$ cat src/rtl/osc_pkg.sv
// Shared types and constants for the occupied slot cursor.
`default_nettype none

package osc_pkg;

    localparam int CELLS_DEFAULT = 16;

    localparam int CMD_W      = 3;
    localparam int SLOT_W     = 4;
    localparam int CURSOR_W   = 5;
    localparam int COUNT_W    = 5;
    localparam int IN_DATA_W  = 8;
    localparam int OUT_DATA_W = 16;

    typedef enum logic [CMD_W-1:0] {
        CMD_FORWARD    = 3'd0,
        CMD_BACK       = 3'd1,
        CMD_GOTO       = 3'd2,
        CMD_MARK_USED  = 3'd3,
        CMD_WIPE       = 3'd4,
        CMD_REVALIDATE = 3'd5
    } cmd_t;

endpackage

`default_nettype wire

$ cat src/rtl/occupied_slot_cursor_top.sv
// Top level of the occupied slot cursor: in-use marks, cursor and command stream.
`default_nettype none

// The block keeps one in-use mark per slot and a cursor that is a slot index or
// CELLS for none. Each command item gives exactly one result item. An item is
// captured in an input register; once the output register can advance, priority
// encoders over the in-use mask compute the new cursor, the marks and the result
// item, which goes into the output register. One item can be taken every cycle
// while the downstream side does not stall. The output register holds a result
// while the downstream side stalls. The input register still takes one more
// item during that stall.
module occupied_slot_cursor_top #(
    parameter int CELLS = osc_pkg::CELLS_DEFAULT
) (
    input  wire logic                           clk,
    input  wire logic                           rst_n,
    input  wire logic                           s_tvalid,
    output logic                                s_tready,
    // Fields from bit 0: command[2:0], slot[6:3], zero fill[7].
    input  wire logic [osc_pkg::IN_DATA_W-1:0]  s_tdata,
    output logic                                m_tvalid,
    input  wire logic                           m_tready,
    // Fields from bit 0: play[0], play_slot[4:1], cursor[9:5], used_count[14:10],
    // zero fill[15].
    output logic [osc_pkg::OUT_DATA_W-1:0]      m_tdata
);

    import osc_pkg::*;

    localparam int CW = $clog2(CELLS + 1);
    localparam logic [CW-1:0] CUR_NONE = CW'(CELLS);

    logic                  in_valid_reg;
    cmd_t                  in_cmd_reg;
    logic [SLOT_W-1:0]     in_slot_reg;
    logic                  out_valid_reg;
    logic [OUT_DATA_W-1:0] out_data_reg;
    logic [OUT_DATA_W-1:0] out_data_next;
    logic [CELLS-1:0]      mask_reg;
    logic [CELLS-1:0]      mask_next;
    logic [CW-1:0]         cur_reg;
    logic [CW-1:0]         cur_next;
    logic [CW-1:0]         count_reg;
    logic [CW-1:0]         count_next;

    logic                  advance;
    logic                  work;

    logic [CW-1:0]         low_all;
    logic [CW-1:0]         high_all;
    logic [CW-1:0]         above_cur;
    logic [CW-1:0]         below_cur;
    logic                  above_found;
    logic                  below_found;
    logic                  cur_used;
    logic                  slot_used;
    logic                  slot_in_range;
    logic [CW-1:0]         revalid;
    logic                  play;
    logic [7:0]            cur_wide;
    logic [7:0]            count_wide;
    logic [SLOT_W-1:0]     play_slot;

    assign advance  = !out_valid_reg || m_tready;
    assign work     = in_valid_reg && advance;
    assign s_tready = !in_valid_reg || advance;
    assign m_tvalid = out_valid_reg;
    assign m_tdata  = out_data_reg;

    always_comb
    begin
        low_all     = CUR_NONE;
        high_all    = CUR_NONE;
        above_cur   = CUR_NONE;
        below_cur   = CUR_NONE;
        above_found = 1'b0;
        below_found = 1'b0;
        cur_used    = 1'b0;
        slot_used   = 1'b0;
        for (int i = CELLS - 1; i >= 0; i--)
        begin
            if (mask_reg[i])
            begin
                low_all = CW'(i);
                if (CW'(i) > cur_reg)
                begin
                    above_cur   = CW'(i);
                    above_found = 1'b1;
                end
            end
        end
        for (int i = 0; i < CELLS; i++)
        begin
            if (mask_reg[i])
            begin
                high_all = CW'(i);
                if (CW'(i) < cur_reg)
                begin
                    below_cur   = CW'(i);
                    below_found = 1'b1;
                end
                if (CW'(i) == cur_reg)
                begin
                    cur_used = 1'b1;
                end
                if (int'(in_slot_reg) == i)
                begin
                    slot_used = 1'b1;
                end
            end
        end
    end

    assign slot_in_range = int'(in_slot_reg) < CELLS;

    always_comb
    begin
        if (count_reg == '0)
        begin
            revalid = CUR_NONE;
        end
        else if (cur_used)
        begin
            revalid = cur_reg;
        end
        else if (cur_reg >= CUR_NONE)
        begin
            revalid = low_all;
        end
        else if (below_found)
        begin
            revalid = below_cur;
        end
        else
        begin
            revalid = above_cur;
        end
    end

    always_comb
    begin
        mask_next  = mask_reg;
        cur_next   = cur_reg;
        count_next = count_reg;
        play       = 1'b0;
        case (in_cmd_reg)
            CMD_FORWARD, CMD_BACK:
            begin
                if (!cur_used)
                begin
                    cur_next = revalid;
                    play     = count_reg != '0;
                end
                else if (count_reg > CW'(1))
                begin
                    play = 1'b1;
                    if (in_cmd_reg == CMD_FORWARD)
                    begin
                        cur_next = above_found ? above_cur : low_all;
                    end
                    else
                    begin
                        cur_next = below_found ? below_cur : high_all;
                    end
                end
            end
            CMD_GOTO:
            begin
                if (slot_used)
                begin
                    cur_next = CW'(in_slot_reg);
                    play     = 1'b1;
                end
            end
            CMD_MARK_USED:
            begin
                if (slot_in_range && !slot_used)
                begin
                    for (int i = 0; i < CELLS; i++)
                    begin
                        if (int'(in_slot_reg) == i)
                        begin
                            mask_next[i] = 1'b1;
                        end
                    end
                    count_next = count_reg + CW'(1);
                end
            end
            CMD_WIPE:
            begin
                mask_next  = '0;
                cur_next   = CUR_NONE;
                count_next = '0;
            end
            CMD_REVALIDATE:
            begin
                cur_next = revalid;
            end
            default:
            begin
                play = 1'b0;
            end
        endcase
    end

    assign cur_wide      = 8'(cur_next);
    assign count_wide    = 8'(count_next);
    assign play_slot     = play ? cur_wide[SLOT_W-1:0] : '0;
    assign out_data_next = {1'b0, count_wide[COUNT_W-1:0], cur_wide[CURSOR_W-1:0],
                            play_slot, play};

    always_ff @(posedge clk or negedge rst_n)
    begin
        if (!rst_n)
        begin
            in_valid_reg  <= 1'b0;
            out_valid_reg <= 1'b0;
            mask_reg      <= '0;
            cur_reg       <= CUR_NONE;
            count_reg     <= '0;
        end
        else
        begin
            if (s_tready)
            begin
                in_valid_reg <= s_tvalid;
            end
            if (advance)
            begin
                out_valid_reg <= in_valid_reg;
            end
            if (work)
            begin
                mask_reg  <= mask_next;
                cur_reg   <= cur_next;
                count_reg <= count_next;
            end
        end
    end

    always_ff @(posedge clk)
    begin
        if (s_tvalid && s_tready)
        begin
            in_cmd_reg  <= cmd_t'(s_tdata[CMD_W-1:0]);
            in_slot_reg <= s_tdata[CMD_W+SLOT_W-1:CMD_W];
        end
        if (work)
        begin
            out_data_reg <= out_data_next;
        end
    end

    a_cursor_on_used: assert property (@(posedge clk) disable iff (!rst_n)
        cur_reg == CUR_NONE || cur_used)
        else $error("Cursor points at an unused slot.");

    a_count_matches: assert property (@(posedge clk) disable iff (!rst_n)
        int'(count_reg) == $countones(mask_reg))
        else $error("Used count disagrees with the in-use marks.");

    a_empty_no_cursor: assert property (@(posedge clk) disable iff (!rst_n)
        count_reg == '0 |-> cur_reg == CUR_NONE)
        else $error("Cursor selects a slot while no slot is used.");

endmodule

`default_nettype wire

$ cat config.mk
export PLATFORM = sky130hd
export DESIGN_NAME = occupied_slot_cursor_top
export DESIGN_NICKNAME = d
export VERILOG_FILES = /design/src/rtl/osc_pkg.sv /design/src/rtl/occupied_slot_cursor_top.sv
export SDC_FILE = /design/constraint.sdc
export NUM_CORES = 1
export LEC_CHECK = 0
export ABC_AREA = 1
export BUFFER_PORTS_ARGS = -buffer_cell sky130_fd_sc_hd__buf_2
export CAP_MARGIN = 30
export CORE_UTILIZATION = 35
export DETAILED_ROUTE_END_ITERATION = 10
export SYNTH_ARGS = -nofsm -noshare
export SYNTH_HDL_FRONTEND = slang
export SYNTH_SLANG_ARGS = --single-unit
$ cat constraint.sdc
create_clock -name clk -period 2.1 [get_ports clk]
set_input_delay 0.21 -clock clk [delete_from_list [all_inputs] [get_ports clk]]
set_output_delay 0.21 -clock clk [all_outputs]
set_load 0.01 [all_outputs]
# [After elaboration in Yosys (flattened, before gate mapping)]
# Cells that the tools add are included.
[totals] out_inout_bits=18 in_bits=12 ff_bits=50 elab_cells=399
[classes] n_mux=259 n_addsub=1 n_eq_ne=52 n_reduce_logical=29 n_lt_le_gt_ge=34
[ops] operator="5-bit 2-to-1 mux" n=107
[ops] operator="1-bit 2-to-1 mux" n=147
[ops] operator="4-bit AND reduction" n=16
[ops] operator="4-bit by 5-bit == test with 1-bit output (first input constant)" n=8
[ops] operator="4-bit by 5-bit > comparator with 1-bit output (first input constant)" n=8
[ops] operator="4-bit by 5-bit less-than comparator with 1-bit output (first input constant)" n=8
[ops] operator="2-bit != test (second input constant)" n=17
[ops] operator="4-bit == test (second input constant)" n=8
[ops] operator="16-bit one-hot mux with 2 select lines" n=1
[ops] operator="3-bit by 5-bit == test with 1-bit output (first input constant)" n=4
[ops] operator="3-bit by 5-bit > comparator with 1-bit output (first input constant)" n=4
[ops] operator="3-bit by 5-bit less-than comparator with 1-bit output (first input constant)" n=4
[ops] operator="5-bit one-hot mux with 4 select lines" n=1
[ops] operator="4-bit by 3-bit == test with 1-bit output (second input constant)" n=4
[ops] operator="16-bit 2-to-1 mux" n=1
[ops] operator="2-bit by 5-bit == test with 1-bit output (first input constant)" n=2
[ops] operator="1-bit by 5-bit > comparator with 1-bit output (first input constant)" n=2
[ops] operator="2-bit by 5-bit > comparator with 1-bit output (first input constant)" n=2
[ops] operator="5-bit logical NOT" n=2
[ops] operator="1-bit by 5-bit less-than comparator with 1-bit output (first input constant)" n=2
[ops] operator="2-bit by 5-bit less-than comparator with 1-bit output (first input constant)" n=2
[ops] operator="5-bit one-hot mux with 2 select lines" n=1
[ops] operator="4-bit by 2-bit == test with 1-bit output (second input constant)" n=2
[ops] operator="3-bit by 2-bit == test with 1-bit output (second input constant)" n=2
[ops] operator="other kinds (16)" n=20

# [Longest topological paths before layout]
# Gate-level depths: netlist (run 1).
[depth] depth_word=39 mapped_depth=28 ltp_nobuf=27

# [Least setup slack after synthesis (run 1)]
# Ideal clock, no wire load.
[synth_path] path_type="flip-flop to flip-flop" start="reg cur_reg[3]" end="reg out_data_reg[3], in the netlist m_tdata[3] (data pin)" required_ns=1.851 path_stages_with_launch=18 setup_ns=0.249 synth_period_minus_slack_ns=2.233 t_arrival_ns=1.984 path_buffers=1 slack_ns=-0.133 cell_sequence="dfrtp_1 nor2_2 buf_4 nand3_2 nand3_1 nand2_1 nor2_1 nand3_2 inv_2 o211ai_1 nand2_1 nand2_1 nand3_1 nand2_1 a21oi_1 o21ai_2 nand2_1 inv_1"
[synth_between] elab_chain_len=39 elab_cells_between_ends=219 cone_classes="33 x order compare; 15 x eq/ne; 170 x mux; 1 x reduce/logical"
[synth_lines] item="start: declaration" line_no="occupied_slot_cursor_top.sv:41" source="logic [CW-1:0] cur_reg;"
[synth_lines] item="start signal: assignment" line_no="occupied_slot_cursor_top.sv:235" source="cur_reg <= cur_next;"
[synth_lines] item="4-bit by 5-bit > comparator with 1-bit output or 1-bit by 5-bit less-than comparator with 1-bit output (tied branches)" line_no="occupied_slot_cursor_top.sv:85, occupied_slot_cursor_top.sv:97"
[synth_lines] item="5-bit 2-to-1 mux or 1-bit 2-to-1 mux (tied branches)" line_no="occupied_slot_cursor_top.sv:85, occupied_slot_cursor_top.sv:97"
[synth_lines] item="5-bit 2-to-1 mux or 1-bit 2-to-1 mux (tied branches)" line_no="occupied_slot_cursor_top.sv:82, occupied_slot_cursor_top.sv:94"
[synth_lines] item="5-bit 2-to-1 mux or 1-bit 2-to-1 mux (tied branches)" line_no="occupied_slot_cursor_top.sv:85, occupied_slot_cursor_top.sv:97"
[synth_lines] item="5-bit 2-to-1 mux or 1-bit 2-to-1 mux (tied branches)" line_no="occupied_slot_cursor_top.sv:82, occupied_slot_cursor_top.sv:94"
[synth_lines] item="5-bit 2-to-1 mux or 1-bit 2-to-1 mux (tied branches)" line_no="occupied_slot_cursor_top.sv:85, occupied_slot_cursor_top.sv:97"
[synth_lines] item="5-bit 2-to-1 mux or 1-bit 2-to-1 mux (tied branches)" line_no="occupied_slot_cursor_top.sv:82, occupied_slot_cursor_top.sv:94"
[synth_lines] item="5-bit 2-to-1 mux or 1-bit 2-to-1 mux (tied branches)" line_no="occupied_slot_cursor_top.sv:85, occupied_slot_cursor_top.sv:97"
[synth_lines] item="[24 not listed]"
[synth_lines] item="5-bit 2-to-1 mux or 1-bit 2-to-1 mux (tied branches)" line_no="occupied_slot_cursor_top.sv:82, occupied_slot_cursor_top.sv:94"
[synth_lines] item="5-bit 2-to-1 mux" line_no="occupied_slot_cursor_top.sv:130" source="else if (below_found)"
[synth_lines] item="5-bit 2-to-1 mux" line_no="occupied_slot_cursor_top.sv:126" source="else if (cur_reg >= CUR_NONE)"
[synth_lines] item="5-bit 2-to-1 mux" line_no="occupied_slot_cursor_top.sv:122" source="else if (cur_used)"
[synth_lines] item="5-bit 2-to-1 mux" line_no="occupied_slot_cursor_top.sv:118" source="if (count_reg == '0)"
[synth_lines] item="5-bit 2-to-1 mux" line_no="occupied_slot_cursor_top.sv:149" source="if (!cur_used)"
[synth_lines] item="5-bit one-hot mux with 4 select lines (*)" line_no="occupied_slot_cursor_top.sv:146" source="case (in_cmd_reg)"
[synth_lines] item="via cur_next[2]" line_no="occupied_slot_cursor_top.sv:42" source="logic [CW-1:0] cur_next;"
[synth_lines] item="end signal: assignment" line_no="occupied_slot_cursor_top.sv:250" source="out_data_reg <= out_data_next;"
[synth_lines] item="end: declaration" line_no="occupied_slot_cursor_top.sv:37" source="logic [OUT_DATA_W-1:0] out_data_reg;"
# The timed path passes the listed nets; every way through them passes the cells marked *.
# A chain may end at the register's enable or synchronous reset.

# [Final worst setup path (run 1)]
# Ends and elaborated chain as after synthesis.

==> out/metrics.cfg, run 1 <==
[floorplan]
die_w_um=106
start_util_pct=36.4
rows=37
fp.dieH_um=106
die-area_mm2=0.0112
core_area_mm2=0.0104
ios=30

[cells_and_area]
diodes=0
nets=789
mostFrequentLayoutCells=155 x buf_4, 144 x nand2_1, 61 x inv_1, 57 x nor2_1, 35 x nand3_1
largest_reg_flops=16
fin_util_pct=58.1
num-fill-cells=986
area_growth_pct=59.5
mostFrequentLayoutCell=buf_4
drive_gt1_share_pct=43.5

[place]
globalplace.congestion=0.909
post-dp-hpwl_mm=11.1
portBuffers=27

[routing]
drc=0
drt-initial-drc-count=301
routedWlPerCell_um=15.9
antenna_left=0
firstDrtPassIters=5
route.vias.total=4691
viasPerCell=5.15
wirelength_mm=14.5

[clocking]
cts_tree=yes
clk_pin_slew_ns=0.11
clock-sinks=50
cts-buffers-inserted=5
clockBufferDepth=2
clkLatencyLatePin_ns=0.32
h-tree-depth=2
root_buffer=clkbuf_8

[yosys]
ys_types=48
syn_avg_cell_area_um2=6.56
synth_edf_count=22
postSynthCellCount=576
mappedNetlistArea_mm2=0.00378
synth_seq_area_share_pct=36.1
synth_fp_nets=591
yosysWarnings=0
ys.flop_type=dfrtp_1
ys_async_sr_fraction_pct=56.0
ys_ff_latch=50

[sta]
finClkSkew_ns=0.00947
setup_violations=41
finalSetupTns_ns=-10.85
period_needed_ns=2.68
finalMaxSlewViolations=0
relSlewSlack_pct=54.4
finalHoldViolCount=0
min_period_over_period_pct=128
grt_setup_unrepaired=yes
fmax_mhz=373
worstMarginPinSlew_ns=0.685
setup_slack_ns=-0.581

[hold_path]
hold_depth=1
hold_class=input pin to flop
hold_start=s_tdata[4]
worst_hold_path.endpoint=in_slot_reg[1]$_DFFE_PP_

[critical_path]
critical_path_class=flop to flop
cp_max_fo=7
worstSetupEndpointType=flop
worst_ep_required_time_ns=2.20
rr_startpoint=cur_reg[3]$_DFFE_PN0P_
rr_endpoint=m_tdata[3]$_SDFFCE_PN0P_
ff2ff_setup_slack_ns=-0.58
cp.arrival_ns=2.78
startpoint_type=flop
ff2ff_path_depth=18

[run_status]
outcome=finished, violations left
violations=negative setup slack

[grt]
antenna_found_initial=0
grt_pass1_wl_mm=23.3
gr-usage-all-layers_pct=26.7
grt_max_degree=41
grt_overflow=0
grt_pass1_vias=4641

[pwr]
leakage_nw=2.95
p_per_area_mw_per_mm2=1440
irDropWorstVdd_v=0.000692

[flow_run]
cap_violations=0

## worst max-delay path by stage
| stage | from | end | slack (ns) |
|---|---|---|---|
| 3_5_place_dp | cur_reg[3]$_DFFE_PN0P_ | cur_reg[2]$_DFFE_PN0P_ | -0.58 |
| 6_report | cur_reg[3]$_DFFE_PN0P_ | m_tdata[3]$_SDFFCE_PN0P_ | -0.58 |
| 4_1_cts | cur_reg[3]$_DFFE_PN0P_ | cur_reg[2]$_DFFE_PN0P_ | -0.50 |
| 2_1_floorplan | cur_reg[4]$_DFFE_PN1P_ | m_tdata[4]$_SDFFCE_PN0P_ | -0.1 |
| 3_3_place_gp | cur_reg[3]$_DFFE_PN0P_ | cur_reg[2]$_DFFE_PN0P_ | -0.62 |
| 5_1_grt | cur_reg[3]$_DFFE_PN0P_ | m_tdata[3]$_SDFFCE_PN0P_ | -0.74 |
## cells by family after synthesis
group	count (synthesis)	synth area share [%]
compound gates	99	15.3
other cells	1	0.0993
fa+ha+maj	3	0.994
mux	1	0.265
xor+xnor	1	0.232
simple gates	329	37.3
flops	50	36.1
buf+inv	92	9.68
## layout make-up
class                           instances  area (um2)  share of cell area (%)
Sequential cell                        50        1370                    22.7
Multi-Input combinational cell        434        2480                    41.2
Tap cell                              136         170                    2.82
Timing Repair Buffer                  202        1560                    25.9
Clock inverter                          3        48.8                   0.810
Clock buffer                            5        68.8                    1.14
Inverter                               81         327                    5.42
## stage by stage
stage / hold WS [ns] / instance area (um2) / total power, mW / worst slack (ns) / cells
global route: 0.0547 / 6020 / 9.33 / -0.738 / 911
detailed placement: 0.294 / 5180 / 6.69 / -0.579 / 872
floorplan: -0.0856 / 3840 / 4.40 / -0.0980 / 576
global placement: 0.283 / 5180 / 6.67 / -0.625 / 872
finish: 0.0549 / 6020 / 8.66 / -0.581 / 911
CTS: 0.0521 / 5740 / 8.11 / -0.499 / 900
## worst max-delay path, cell delays in order, from the launching register on
cell	delay (ns)
dfrtp_2	0.47
nor2_4	0.24
nand2_4	0.10
nor2_4	0.13
nand2_2	0.09
buf_6	0.13
nand2_4	0.04
nand3_2	0.06
nor3_2	0.18
nand3_2	0.15
inv_4	0.12
buf_4	0.12
nand2_1	0.05
a21oi_1	0.15
a21oi_1	0.06
a21oi_1	0.17
o21ai_2	0.10
nand2_1	0.07
inv_1	0.03
## synth_stat cells (2+ instances only)
library cell  number  area, um2
clkinv_1           2       7.51
o21bai_1           2       15.0
inv_2             11       41.3
nand2_1          174        653
a22o_1             2       17.5
o211ai_1           4       30.0
ha_1               3       37.5
nor3_2             2       20.0
inv_1             67        251
nand4_1            6       37.5
clkbuf_1           4       15.0
edfxtp_1          22        661
buf_4              4       30.0
nor2_2             4       25.0
nand2_2            4       25.0
o31ai_1            2       15.0
nor2_4             2       22.5
nor2_1            77        289
o21ai_0           16       80.1
dfrtp_1           27        676
o22ai_1            9       56.3
nor3_1             8       40.0
a31oi_1            5       31.3
a21oi_1           43        215
nand3_2            4       40.0
nand3_1           42        210
o21ai_1            7       35.0
or2_1              2       12.5
buf_2              2       10.0
## repair_timing
| item | in CTS | in global routing |
|---|---|---|
| gates resized for setup | 70 | 66 |
| pin swaps | 22 | 28 |
| hold buffers | 1 | 0 |
| cloned | 1 | 0 |
| setup endpoints to repair | 41 | 41 |
| setup buffers | 19 | 14 |
| endpoints found under the hold margin | 27 | 0 |
## layer usage
layer,GRT usage (%),share of wire [%],up-vias
met5,0,0,-
met4,9.13,2.4,0
met3,1.73,5.0,26
met2,43.7,47,155
met1,37.3,46,2231
li1,-,-,2279
## where the power goes
group / internal (mW) / switching (mW)
clock network: 0.364 / 0.383
registers: 1.33 / 0.250
logic: 2.82 / 3.52
Note: power is estimated with default switching activity, not from simulation.
==> run 2: changes to the inputs <==
--- a/config.mk
+++ b/config.mk
@@ -10,6 +10,7 @@
 export CAP_MARGIN = 30
 export CORE_UTILIZATION = 35
 export DETAILED_ROUTE_END_ITERATION = 10
+export REMOVE_ABC_BUFFERS = 1
 export SYNTH_ARGS = -nofsm -noshare
 export SYNTH_HDL_FRONTEND = slang
 export SYNTH_SLANG_ARGS = --single-unit
==> run 2 against run 1 <==
Effect of this change: the run still ends with negative setup slack left; largest power group unchanged; combinational power barely moved; highest routed layer unchanged; setup slack better by 0.019 ns; via count rose by 0.96%.
==> out/metrics.cfg, run 2 (synthesis gave the netlist of run 1 again) <==
[critical_path]
cp_common_cell=nand2_1
startpoint_type=flop
critical_path_class=flop to flop
slowest_delay_ns=0.48
crit_path_top_delay_cell=dfrtp_2
path_delay_family=simple AND/OR/NAND/NOR gates
worst_ep_required_time_ns=2.34
cp_max_fo=4
rr_endpoint=cur_reg[2]$_DFFE_PN0P_
rr_startpoint=cur_reg[3]$_DFFE_PN0P_
worst-path-buf-inv=2
worstSetupEndpointType=flop
cp.arrival_ns=2.90
ff2ff_setup_slack_ns=-0.56
path_cells=nor2_4, nand2_4, buf_4, buf_4, nand3_2, nand2_2, nor2_4, nand3_2, nand2_2, nor2_4, o31ai_4, nand2_1, nand2_1, nand3_1, nand2_1, a21oi_2, o21ai_2, nand2_1, nand2_2
ff2ff_path_depth=19

[cells_and_area]
num-fill-cells=944
diodes=0
area_growth_pct=59.9
fin_util_pct=58.2
largest_reg_flops=16
drive_gt1_share_pct=45.2
mostFrequentLayoutCell=nand2_1
nets=777
mostFrequentLayoutCells=148 x nand2_1, 147 x buf_4, 58 x inv_1, 57 x nor2_1, 27 x buf_2

[routing]
drc=0
firstDrtPassIters=5
antenna_left=0
route.vias.total=4736
drt-initial-drc-count=307
viasPerCell=5.27
routedWlPerCell_um=16.1
wirelength_mm=14.4

[sta]
worstMarginPinSlew_ns=0.666
finalMaxSlewViolations=0
setup_violations=35
finClkSkew_ns=0.0185
relSlewSlack_pct=55.6
fmax_mhz=376
min_period_over_period_pct=127
fin_hold_ws_ns=0.0758
grt_setup_unrepaired=yes
finalHoldViolCount=0
period_needed_ns=2.66
setup_slack_ns=-0.562

[pwr]
clkPwrFrac_pct=8.1
p_int_mw=4.39
p_per_area_mw_per_mm2=1420
irDropWorstVdd_v=0.000844
p_seq_share_pct=18.5
leakage_nw=2.88
comb_power_share_pct=73.5
p_sw_share_pct=48.9
p_switching_mw=4.19
power_mw=8.58

[clocking]
cts_tree=yes
root_buffer=clkbuf_8
clockBufferDepth=2
clk_pin_slew_ns=0.10
clock-sinks=50
h-tree-depth=2
clkLatencyLatePin_ns=0.31
cts-buffers-inserted=5

[grt]
antenna_found_initial=0
grt_pass1_wl_mm=22.6
grt_overflow=0
gr-usage-all-layers_pct=25.6
grt_max_degree=29
grt_pass1_vias=4651

[hold_path]
hold_start=s_tdata[0]
hold_depth=1
worst_hold_path.endpoint=in_cmd_reg[0]$_DFFE_PP_
hold_class=input pin to flop

[place]
post-dp-hpwl_mm=10.6
place_ws_ns=-0.653
globalplace.congestion=0.955
portBuffers=27

[flow_run]
cap_violations=0

[floorplan]
ios=30
die-area_mm2=0.0112
fp.dieH_um=106
rows=37
core_area_mm2=0.0104
die_w_um=106
start_util_pct=36.4

[run_status]
outcome=finished, violations left
violations=negative setup slack

-- run 2: cell types whose count changed in the layout (fill, tap and decap cells not counted), sizes merged --
cell,before,now
clkbuf,5,6
buf,201,189
clkinvlp,1,0
-- run 2: worst max path at each step --
stage,startpoint,to,slack (ns),cells past startpoint
2_1_floorplan,cur_reg[3]$_DFFE_PN0P_,m_tdata[3]$_SDFFCE_PN0P_,-0.37,18
3_3_place_gp,cur_reg[3]$_DFFE_PN0P_,cur_reg[2]$_DFFE_PN0P_,-0.67,16
3_5_place_dp,cur_reg[3]$_DFFE_PN0P_,cur_reg[2]$_DFFE_PN0P_,-0.65,16
4_1_cts,cur_reg[3]$_DFFE_PN0P_,cur_reg[2]$_DFFE_PN0P_,-0.45,17
5_1_grt,cur_reg[4]$_DFFE_PN1P_,m_tdata[3]$_SDFFCE_PN0P_,-0.72,20
6_report,cur_reg[3]$_DFFE_PN0P_,cur_reg[2]$_DFFE_PN0P_,-0.56,19
-- run 2: worst register-to-register path: cells and delay by family, from the launching register on --
family                 cells  cell delay [ns]
AO/OA/AOI/OAI              3             0.32
buffers and inverters      2             0.28
flip-flops                 1             0.48
AND/OR/NAND/NOR           14             1.53
-- run 2: area by class of cell --
| class | count | area [um2] | share of cell area [%] |
|---|---|---|---|
| clock buffers | 6 | 72.6 | 1.20 |
| clock inverters | 2 | 38.8 | 0.642 |
| inverters | 81 | 319 | 5.28 |
| multi-input cells | 434 | 2610 | 43.3 |
| flip-flops and latches | 50 | 1370 | 22.6 |
| well taps | 136 | 170 | 2.82 |
| repair buffers | 190 | 1460 | 24.2 |
-- run 2: metal layers --
layer | track usage (%) | share of wire (%) | vias to the layer above
met2 | 43.3 | 49 | 187
met4 | 7.54 | 1.9 | 0
met3 | 2.66 | 6.4 | 31
met5 | 0 | 0 | -
met1 | 34.5 | 43 | 2262
li1 | - | - | 2256
-- run 2: per-stage QoR --
stage / cells / cell area [um2] / TNS [ns]
floorplan: 565 / 3720 / -3.56
global placement: 863 / 5060 / -9.68
detailed placement: 863 / 5060 / -10.20
CTS: 888 / 5600 / -5.55
global route: 899 / 6040 / -14.03
finish: 899 / 6040 / -9.15
-- run 2: power groups by stage --
stage | logic (mW) | clock network (mW) | registers (mW)
final | 6.30 | 0.694 | 1.58
after global placement | 4.89 | 0 | 1.58
after global routing | 6.80 | 0.748 | 1.61
after detailed placement | 4.89 | 0 | 1.59
after CTS | 5.46 | 0.711 | 1.58
after floorplan | 2.60 | 0 | 1.62
-- run 2: what timing repair did --
| action | 4_1_cts | 5_1_grt |
|---|---|---|
| cloned | 1 | 0 |
| hold buffers | 1 | 0 |
| endpoints found under the setup margin | 39 | 41 |
| hold endpoints to repair | 27 | 0 |
| resized for setup | 86 | 86 |
| pin swaps | 12 | 36 |
| setup buffers | 18 | 13 |
==> run 3: changes to the inputs <==
--- a/config.mk
+++ b/config.mk
@@ -5,7 +5,7 @@
 export SDC_FILE = /design/constraint.sdc
 export NUM_CORES = 1
 export LEC_CHECK = 0
-export ABC_AREA = 1
+export ABC_AREA = 0
 export BUFFER_PORTS_ARGS = -buffer_cell sky130_fd_sc_hd__buf_2
 export CAP_MARGIN = 30
 export CORE_UTILIZATION = 35
==> run 3 against run 2 <==
Effect of this change: the run still ends with negative setup slack left; synthesized cell count down 14%; cell count down 6.8%; core utilization down 1.8 points; first-iteration DRC count up 60%; setup slack worse by 0.14 ns; register-to-register slack worse by 0.14 ns; critical path depth down 7; die area up 10%; global-route usage up 0.56 points.
==> out/metrics.cfg, run 3 <==
[grt]
grt_max_degree=29
grt_pass1_wl_mm=25.4
met1_usage_pct=36.3
grt_overflow=0
grt.met3_usage_pct=2.35
grt_pass1_vias=4753
gr-usage-all-layers_pct=26.2
gr-max-usage-layer=met2
grtUsageMet2_pct=43.4
antenna_found_initial=0

[sta]
finalMaxSlewViolations=0
setup_slack_ns=-0.700
fmax_mhz=357
period_needed_ns=2.80
setup_violations=41
relSlewSlack_pct=53.9
finalHoldViolCount=0
worstMarginPinSlew_ns=0.689
grt_setup_unrepaired=yes
finClkSkew_ns=0.0148
min_period_over_period_pct=133

[yosys]
ys_ff_latch=50
mappedNetlistArea_mm2=0.00416
syn_avg_cell_area_um2=8.36
synth_top_family_by_area=compound AO/OA/AOI/OAI gates
ys.flop_type=dfrtp_1
synth_fa_ha_area_share_pct=0.902
ys_types=85
yosys.cell_count.top_type=nor2_1
yosysTopAreaCell=dfrtp_1
synthMuxAreaShare_pct=2.80
synth_edf_count=22
synth_top_area_share_pct=16.2
synthTopCellsByCount=51 x nor2_1, 40 x a21oi_1, 40 x nand2_1, 27 x dfrtp_1, 26 x o21ai_0
synthTopCellsByArea=dfrtp_1 16%, edfxtp_1 16%, a21oi_1 4.8%
synth_xor_area_share_pct=0.210
synth-simple-area-share_pct=24.3
synth_seq_area_share_pct=32.7
synth_compound_gate_area_share_pct=31.0
yosysWarnings=0
ys_async_sr_fraction_pct=56.0
postSynthCellCount=498

[place]
portBuffers=27
placed_area_mm2=0.00557
globalplace.congestion=0.967
post-dp-hpwl_mm=12.1
place_ws_ns=-0.739

[cells_and_area]
mostFrequentLayoutCells=179 x buf_4, 46 x nor2_1, 40 x nand2_1, 29 x a21oi_1, 27 x buf_2
drive_gt1_share_pct=46.0
nets=709
diodes=0
num-fill-cells=1017
largest_reg_flops=16
area_growth_pct=56.2
fin_area_mm2=0.00650
mostFrequentLayoutCell=buf_4

[run_status]
outcome=finished, violations left
violations=negative setup slack

[clocking]
clockBufferDepth=2
clk_pin_slew_ns=0.07
clkLatencyLatePin_ns=0.29
h-tree-depth=2
cts_tree=yes
root_buffer=clkbuf_16
clock-sinks=50
cts-buffers-inserted=5

[critical_path]
worstSetupEndpointType=flop
critical_path_class=flop to flop
worst_ep_required_time_ns=2.15
startpoint_type=flop
cp.arrival_ns=2.85
cp_max_fo=8

[floorplan]
fp.dieH_um=111
start_util_pct=36.1
ios=30
die-area_mm2=0.0123
rows=39
core_area_mm2=0.0115
die_w_um=111

[pwr]
leakage_nw=2.82
irDropWorstVdd_v=0.000472
p_per_area_mw_per_mm2=810

[routing]
route.vias.total=4955
drt-initial-drc-count=491
drc=0
firstDrtPassIters=5
antenna_left=0
viasPerCell=5.91
routedWlPerCell_um=19.5
wirelength_mm=16.3

[hold_path]
hold_class=input pin to flop

[flow_run]
cap_violations=0

[run 3: cell count changes in the layout (fill, tap and decap cells not counted), sizes merged, moves of 8 or more]
cell    change
inv        -61
nand2b     +12
buf        +45
nor4        +8
and2        +9
nor2       -32
nand3      -32
nand2     -137
[run 3: layout make-up]
cell class	count	area, um2	share of cell area (%)
Timing Repair Buffer	235	1860	28.5
Inverter	20	81.3	1.25
Sequential cell	50	1370	21.0
Clock inverter	1	7.51	0.115
Multi-Input combinational cell	382	2880	44.3
Clock buffer	7	133	2.04
Tap cell	143	179	2.75
[run 3: layer usage]
layer  vias up  routed length, um
met5         -                  0
met4         0                551
met3        50               1030
met2       258               7630
met1      2361               7140
li1       2286                  -
[run 3: what timing repair did]
item	4_1_cts	5_1_grt
setup endpoints to repair	41	41
hold buffers	1	0
hold endpoints to repair	24	0
pin swaps	44	27
setup buffers	27	10
gates resized for setup	75	39
[run 3: final timing paths]
path,from,to,slack (ns),depth (start not counted)
worst max-delay path,cur_reg[1]$_DFFE_PN0P_,m_tdata[2]$_SDFFCE_PN0P_,-0.70,12
worst min-delay path,s_tdata[1],in_cmd_reg[1]$_DFFE_PP_,0.1,1
worst max register to register,cur_reg[1]$_DFFE_PN0P_,m_tdata[2]$_SDFFCE_PN0P_,-0.70,12
worst min register to register,in_valid_reg$_DFFE_PN0N_,m_tvalid$_DFFE_PN0P_,0.50,1
max in group asynchronous,rst_n,mask_reg[10]$_DFFE_PN0P_,1.14,2
min in group asynchronous,rst_n,count_reg[4]$_DFFE_PN0P_,0.49,2
[run 3: stage by stage]
step / std cells / utilization, % / TNS, ns / total power, mW / hold slack [ns]
floorplan: 452 / - / -15.05 / 2.41 / -0.0856
global placement: 796 / 48.4 / -19.25 / 3.70 / 0.274
detailed placement: 796 / 48.4 / -20.77 / 3.71 / 0.291
CTS: 829 / 54.3 / -16.01 / 4.98 / 0.0898
global route: 838 / 56.5 / -20.08 / 5.51 / 0.0912
finish: 838 / 56.5 / -15.95 / 5.27 / 0.0977
[run 3: kinds of logic after synthesis]
logic type	count (synthesis)
multiplexers	9
adder cells (fa/ha/maj)	3
AO/OA/AOI/OAI	179
XOR/XNOR	1
flip-flops	50
other	1
buffers and inverters	66
AND/OR/NAND/NOR	189
[run 3: worst max-delay path: stages (launching register included)]
cell     delay, ns
dfrtp_1       0.42
buf_12        0.16
buf_4         0.15
nor4_4        0.30
buf_4         0.17
nand3_1       0.12
buf_4         0.18
and2_1        0.15
a32oi_1       0.31
nand2_1       0.11
a21oi_1       0.15
o311a_1       0.25
a21oi_1       0.09
[run 3: where the power goes]
| part | leakage [nW] | total [mW] | internal, mW | switching, mW |
|---|---|---|---|---|
| registers | 0.582 | 1.28 | 1.16 | 0.116 |
| clock network | 0.0641 | 0.799 | 0.444 | 0.355 |
| logic | 2.17 | 3.19 | 1.56 | 1.63 |
